==> src/rtl/sst_pkg.sv <==
// sst_pkg: shared types, codes and reset constants of the sensor self-test checker
// used by every module under rtl; depends on nothing
package sst_pkg;

	localparam int SAMPLES_DEFAULT = 16;

	localparam logic [15:0] WINDOW_LOW_RESET  = 16'd300;
	localparam logic [15:0] WINDOW_HIGH_RESET = 16'd15000;

	// axis index after the last axis has been judged
	localparam logic [1:0] AXIS_LAST     = 2'd2;
	localparam logic [1:0] AXIS_FINISHED = 2'd3;

	localparam int QUO_W = 17;

	// item operation codes
	localparam logic OP_START  = 1'b0;
	localparam logic OP_SAMPLE = 1'b1;

	// configuration register indexes
	localparam logic CFG_WINDOW_LOW  = 1'b0;
	localparam logic CFG_WINDOW_HIGH = 1'b1;

	// control word that travels with each item
	typedef struct packed {
		logic       start;       // item restarted the test
		logic       complete;    // item closed an averaging phase
		logic       phase_on;    // closed phase had the actuator on
		logic [1:0] axis;        // axis whose phase was closed
		logic       actuator_on;
		logic [1:0] read_axis;
		logic       done;
	} ctl_t;

	// second stage payload
	typedef struct packed {
		ctl_t             ctl;
		logic             neg;   // sum was negative
		logic [QUO_W-1:0] quo;   // magnitude of the truncated average
	} div_t;

endpackage

==> src/rtl/sst_front.sv <==
// sst_front: test sequencer and sample accumulator, first pipeline stage
// depends on sst_pkg
module sst_front import sst_pkg::*; #(
	parameter int SAMPLES_PER_AVERAGE = SAMPLES_DEFAULT,
	localparam int SumW = 16 + $clog2(SAMPLES_PER_AVERAGE)
) (
	input  logic                   clk,
	input  logic                   arst_n,
	input  logic                   accept,
	input  logic                   operation,
	input  logic signed [15:0]     sample,
	input  logic                   adv2,
	output logic                   valid_s1,
	output ctl_t                   ctl_s1,
	output logic signed [SumW-1:0] sum_s1
);

	localparam int CntW = $clog2(SAMPLES_PER_AVERAGE);
	localparam logic [CntW-1:0] CntLast = CntW'(SAMPLES_PER_AVERAGE - 1);

	logic                   running_q, running_n;
	logic [1:0]             axis_q, axis_n;
	logic                   phase_q, phase_n;
	logic [CntW-1:0]        cnt_q, cnt_n;
	logic signed [SumW-1:0] sum_q, sum_n;
	logic signed [SumW-1:0] total;
	ctl_t                   ctl_n;

	assign total = sum_q + $signed({{(SumW-16){sample[15]}}, sample});

	always_comb begin
		running_n = running_q;
		axis_n    = axis_q;
		phase_n   = phase_q;
		cnt_n     = cnt_q;
		sum_n     = sum_q;
		ctl_n     = '0;
		if (operation == OP_START) begin
			running_n  = 1'b1;
			axis_n     = '0;
			phase_n    = 1'b0;
			cnt_n      = '0;
			sum_n      = '0;
			ctl_n.start = 1'b1;
		end else if (running_q) begin
			if (cnt_q == CntLast) begin
				cnt_n          = '0;
				sum_n          = '0;
				ctl_n.complete = 1'b1;
				ctl_n.phase_on = phase_q;
				ctl_n.axis     = axis_q;
				if (!phase_q) begin
					phase_n = 1'b1;
				end else begin
					phase_n = 1'b0;
					if (axis_q == AXIS_LAST) begin
						axis_n    = AXIS_FINISHED;
						running_n = 1'b0;
					end else begin
						axis_n = axis_q + 2'd1;
					end
				end
			end else begin
				cnt_n = cnt_q + CntW'(1);
				sum_n = total;
			end
		end
		ctl_n.actuator_on = running_n & phase_n;
		ctl_n.read_axis   = running_n ? axis_n : 2'd0;
		ctl_n.done        = !running_n && (axis_n == AXIS_FINISHED);
	end

	always_ff @(posedge clk or negedge arst_n) begin
		if (!arst_n) begin
			running_q <= 1'b0;
			axis_q    <= '0;
			phase_q   <= 1'b0;
			cnt_q     <= '0;
			sum_q     <= '0;
			valid_s1  <= 1'b0;
		end else begin
			if (accept) begin
				running_q <= running_n;
				axis_q    <= axis_n;
				phase_q   <= phase_n;
				cnt_q     <= cnt_n;
				sum_q     <= sum_n;
				valid_s1  <= 1'b1;
			end else if (adv2) begin
				valid_s1 <= 1'b0;
			end
		end
	end

	always_ff @(posedge clk) begin
		if (accept) begin
			ctl_s1 <= ctl_n;
			sum_s1 <= total;
		end
	end

endmodule

==> config.mk <==
export PLATFORM = sky130hd
export DESIGN_NAME = sst_front
export DESIGN_NICKNAME = d
export VERILOG_FILES = /design/src/rtl/sst_pkg.sv /design/src/rtl/sst_front.sv
export SDC_FILE = /design/constraint.sdc
export NUM_CORES = 1
export LEC_CHECK = 0
export BUFFER_PORTS_ARGS = -buffer_cell sky130_fd_sc_hd__buf_2
export CORE_ASPECT_RATIO = 1.25
export CORE_UTILIZATION = 60
export CTS_BUF_LIST = sky130_fd_sc_hd__clkbuf_2 sky130_fd_sc_hd__clkbuf_4 sky130_fd_sc_hd__clkbuf_8
export CTS_CLUSTER_DIAMETER = 30
export DETAILED_ROUTE_END_ITERATION = 10
export PLACE_DENSITY = 0.83
export SLEW_MARGIN = 20
export SYNTH_ARGS = -nofsm -noshare
export SYNTH_HDL_FRONTEND = slang
export SYNTH_SLANG_ARGS = --single-unit
==> constraint.sdc <==
create_clock -name clk -period 5.1 [get_ports clk]
set_input_delay 0.255 -clock clk [delete_from_list [all_inputs] [get_ports clk]]
set_output_delay 0.255 -clock clk [all_outputs]
set_load 0.05 [all_outputs]
=== Word-level counts from Yosys, hierarchy flattened ===
Index checks and enable logic that the tools add are counted.

* Register bits: 58
* Bits of input ports: 21
* Output and inout port bits: 30
* Word-level logic and storage cells: 52

* $add $sub $neg: 3
* Eq/ne operators: 4
* Multiplexer cells: 24
* Bitwise logic cells: 1
* Reductions and logical operators: 6

{| class="wikitable"
|+ Operator list
! operator !! number
|-
| $mux 20 || 3
|-
| $add 20x16->20 || 1
|-
| $mux 4 || 4
|-
| $mux 1 || 12
|-
| $mux 2 || 5
|-
| $add 4x1->4 const B || 1
|-
| $eq 2x2->1 const B || 2
|-
| $eq 4x4->1 const B || 1
|-
| $reduce_and 2->1 || 2
|-
| $reduce_and 3->1 || 1
|-
| $add 2x1->2 const B || 1
|-
| $ne 2x1->1 const B || 1
|-
| $reduce_bool 2->1 || 1
|-
| $and 1x1->1 || 1
|-
| $logic_and 1x1->1 || 1
|-
| $logic_not 1->1 || 1
|}

=== Logic depth before layout (Yosys ltp) ===
* Depth in word-level cells: 8
* Depth in mapped cells: 9
* Depth with buffers taken out: 9

=== Least setup slack after synthesis ===
Ideal clock, no wire load.

* Path type: register to register
* Start point: register sum_q[0]
* End point: register sum_s1[12], data pin
* Setup time: 0.256 ns
* Arrival time: 2.087 ns
* Required time: 4.844 ns
* Slack: 2.757 ns
* Stages on the path, launching flop included: 10
* Buffers on the path: 0
* Clock period less this slack: 2.343 ns
* Cells stage by stage: dfrtp_1 > ha_1 > inv_1 > fa_1 > and2b_4 > o2111ai_2 > a21oi_2 > o311a_1 > or3_1 > and2_2

* Longest elaborated chain between the ends: 1

{| class="wikitable"
|+ Ends and longest elaborated chain
! what !! RTL line !! source
|-
| start: declaration || sst_front.sv:25 || <nowiki>logic signed [SumW-1:0] sum_q, sum_n;</nowiki>
|-
| start signal: assignment || sst_front.sv:87 || <nowiki>sum_q <= sum_n;</nowiki>
|-
| $add 20x16->20 || sst_front.sv:29 || <nowiki>assign total = sum_q + $signed({{(SumW-16){sample[15]}}, sample});</nowiki>
|-
| via total[12] || sst_front.sv:26 || <nowiki>logic signed [SumW-1:0] total;</nowiki>
|-
| end signal: assignment || sst_front.sv:98 || <nowiki>sum_s1 <= total;</nowiki>
|-
| end: declaration || sst_front.sv:15 || <nowiki>output logic signed [SumW-1:0] sum_s1</nowiki>
|}

The timed path passes the listed nets, and every way through them passes these cells.
A chain may end at the register's enable or synchronous reset.

=== Worst setup path after layout ===
Same ends and word-level chain as after synthesis.

==> flow_metrics.env <==
export IMPL_min_path_cells=2
export IMPL_reg2reg_depth=9
export IMPL_ys_seq_area_share_pct=47.4
export IMPL_multiInputGateArea_um2=1680
export IMPL_fin_worst_skew_ps=8.32
export IMPL_slowest_stage="dfrtp_1"
export IMPL_gp_congestion=0.897
export IMPL_grt_max_degree=38
export IMPL_cts_resized=0
export IMPL_post_cts_setup_buffers=0
export IMPL_stdcell_count=450
export IMPL_clockBufferDepth=2
export IMPL_synth_warning_count=0
export IMPL_crit_family="simple AND/OR/NAND/NOR gates"
export IMPL_switchingPower_w=0.000936
export IMPL_fillers=413
export IMPL_power_frac_comb_pct=48.6
export IMPL_core_region_area_um2=5410
export IMPL_num_vias=2759
export IMPL_setup_tns_ps=0
export IMPL_p_int_w=0.00118
export IMPL_slew_headroom_pct=39.6
export IMPL_die_w_um=69
export IMPL_period_share_pct=48.7
export IMPL_critPathLaunchType="register"
export IMPL_crit_chain="ha_1, inv_1, fa_1, and2b_4, o2111ai_2, a21oi_2, o311a_1, or3_1, and2_2"
export IMPL_portBuffers=50
export IMPL_route_detailed_wl_per_inst_um=15.9
export IMPL_io_pins=51
export IMPL_cp_num_cells=9
export IMPL_synth_flop_cell="edfxtp_1"
export IMPL_seqPwrFrac_pct=34.3
export IMPL_area_delta_synth_final_pct=14.3
export IMPL_critPathCaptureType="register"
export IMPL_outcome="completed"
export IMPL_die_h_um=85.8
export IMPL_regArea_um2=1600
export IMPL_min_from="adv2"
export IMPL_drt_wl_total_mm=7.18
export IMPL_clkLatencyLatePin_ps=350
export IMPL_grt_overflow=0
export IMPL_die_area_um2=5920
export IMPL_cp_arrival_ps=2600
export IMPL_maxCapViolations=0
export IMPL_setup_violations=0
export IMPL_final_nets=424
export IMPL_whs_ps=110
export IMPL_worst_pin_slew_ps=899
export IMPL_cpPeakStageDelay_ps=390
export IMPL_holdPathEnd="valid_s1$_DFFE_PN0P_"
export IMPL_syn_cell_area_um2=3370
export IMPL_async_reset_ff_share_pct=50.0
export IMPL_dr_pass1_iters=4
export IMPL_p_clk_share_pct=17.1
export IMPL_cts_tree="done"
export IMPL_antenna_found_initial=0
export IMPL_grt_pass1_vias=2603
export IMPL_htreeDepth=3
export IMPL_reg2reg_from="sum_q[0]$_DFFE_PN0P_"
export IMPL_r2r_end="sum_s1[12]$_DFFE_PP_"
export IMPL_path_max_fanout=4
export IMPL_vias_per_cell=6.13
export IMPL_grt_pass1_wl_mm=12.0
export IMPL_cp_required_ps=5210
export IMPL_p_leak_nw=1.71
export IMPL_syn_area_per_cell_um2=10.3
export IMPL_powerDensity_nw_per_um2=550
export IMPL_globalRouteTotalUtil_pct=25.9
export IMPL_clkSinkCount=58
export IMPL_finalMaxSlewViolations=0
export IMPL_synth_edf_count=29
export IMPL_synth_nets=370
export IMPL_root_buffer="clkbuf_8"
export IMPL_synth_distinct_cells=56
export IMPL_clk_pin_slew_ps=70
export IMPL_drc=0
export IMPL_report_final_hold_viol_count=0
export IMPL_dpl_hpwl_mm=4.98
export IMPL_ys_seq_elements=58
export IMPL_rows=30
export IMPL_netSwitchingFraction_pct=44.2
export IMPL_r2r_setup_slack_ps=2620
export IMPL_initial_core_util_pct=62.3
export IMPL_critPathBufInv=1
export IMPL_path_class="register to register"
export IMPL_ant_nets=0
export IMPL_syn_inst=327
export IMPL_hold_path_class="input port to register"
export IMPL_rsz0062_at_grt="false"
export IMPL_drive_gt1_share_pct=21.0
export IMPL_fmaxAchievable_ghz=0.402
export IMPL_irDropWorstVdd_v=0.000317
export IMPL_period_minus_slack_ps=2480
export IMPL_cts_buffers=9
export IMPL_dp_cells=433
export IMPL_n_antenna_cell=0
export IMPL_drtIter0Drc=218
[per-stage QoR]
stage	cell area [µm²]	worst slack [ps]	util [%]	power, W
after floorplan	3370	2760	-	0.00154
after global placement	3670	2670	68.0	0.00173
after detailed placement	3670	2650	68.0	0.00175
after CTS	3850	2640	71.2	0.00212
after global routing	3850	2500	71.2	0.00225
final	3850	2620	71.2	0.00212
[worst max path at each step]
stage,from,end,slack [ps]
2_1_floorplan,sum_q[0]$_DFFE_PN0P_,sum_s1[12]$_DFFE_PP_,2760
3_3_place_gp,sample[0],sum_s1[12]$_DFFE_PP_,2670
3_5_place_dp,sum_q[0]$_DFFE_PN0P_,sum_s1[12]$_DFFE_PP_,2650
4_1_cts,sum_q[0]$_DFFE_PN0P_,sum_s1[12]$_DFFE_PP_,2640
5_1_grt,sum_q[0]$_DFFE_PN0P_,sum_s1[12]$_DFFE_PP_,2500
6_report,sum_q[0]$_DFFE_PN0P_,sum_s1[12]$_DFFE_PP_,2620
[synthesized netlist by cell type, types with 2 or more instances]
cell	number	share of area, %
a211o_1	4	1.0
inv_1	12	1.3
nor2b_1	2	0.37
ha_1	21	7.8
a21oi_1	15	2.2
o21ai_0	21	3.1
nor3_1	7	1.0
a21o_1	4	0.89
a211oi_1	4	0.89
or3_1	4	0.74
and4_1	2	0.52
xnor2_1	9	2.3
and3_1	6	1.1
and2_1	3	0.56
o21bai_1	2	0.45
a21oi_2	3	0.78
xor2_1	7	1.8
o21a_1	4	0.89
a22o_1	14	3.6
a31oi_1	5	0.93
dfrtp_1	29	22
nor2_1	26	2.9
o311a_1	3	0.89
nand2_1	30	3.3
clkbuf_1	6	0.67
nand2b_1	2	0.37
buf_2	4	0.59
a31o_2	2	0.52
edfxtp_1	29	26
nand3_1	8	1.2
nand4_1	7	1.3
o211ai_1	7	1.6
a32o_1	2	0.59
[area by class of cell]
type	instances	share of cell area (%)
clock buffer	10	3.41
clock inverter	6	0.878
inverter	13	1.27
multi-input combinational	245	43.5
sequential	58	41.5
tap	64	2.08
timing repair buffer	54	7.35
[registers in the layout (all words and copies together) (netlist names)]
register	cells
sum_q	20
sum_s1	20
ctl_s1	9
cnt_q	4
axis_q	2
phase_q	1
running_q	1
valid_s1	1
[cell families (layout without fill, tap and decap cells)]
group / count (synthesis) / count (layout) / share of synthesized area, %
buf+inv: 24 / 83 / 2.82
flops: 58 / 58 / 47.4
mux: 1 / 1 / 0.297
simple gates: 103 / 103 / 14.8
fa+ha+maj: 22 / 22 / 8.40
compound gates: 103 / 103 / 22.1
xor+xnor: 16 / 16 / 4.16
[per-layer routing]
| layer | wire (µm) | vias up | global-route usage [%] |
|---|---|---|---|
| met3 | 318 | 15 | 5.99 |
| met1 | 3060 | 1334 | 31.2 |
| met5 | 0 | - | 0 |
| met4 | 145 | 0 | 11.5 |
| li1 | - | 1342 | - |
| met2 | 3650 | 68 | 44.2 |
[repair_timing]
item                                    in CTS  in global routing
endpoints found under the setup margin       0                  0
hold buffers                                 1                  0
hold endpoints to repair                    29                  0
[worst register-to-register path: stages (launching register included)]
cell       delay [ps]
dfrtp_1           390
ha_1              200
inv_1              70
fa_1              190
and2b_4           200
o2111ai_2         200
a21oi_2           130
o311a_1           350
or3_1             330
and2_2            190
[power groups by stage]
| stage | Combinational [W] | Sequential [W] | Clock, W |
|---|---|---|---|
| finish | 0.00103 | 0.000726 | 0.000361 |
| global route | 0.00112 | 0.000740 | 0.000388 |
| CTS | 0.00103 | 0.000726 | 0.000364 |
| detailed placement | 0.00102 | 0.000733 | 0 |
| global placement | 0.00100 | 0.000729 | 0 |
| floorplan | 0.000566 | 0.000977 | 0 |
[placed cells by master (no fill, tap or decap), types with 6 or more instances in the layout]
cell type  count
a21oi_1       15
ha_1          21
and3_1         6
o21ai_0       21
clkbuf_8       9
nand4_1        7
nor2_1        26
nand3_1        8
nor3_1         7
xnor2_1        9
o211ai_1       7
inv_1         12
dfrtp_1       29
edfxtp_1      29
a22o_1        14
nand2_1       30
buf_2         50
xor2_1         7
Power figures use the tool's default switching activity.
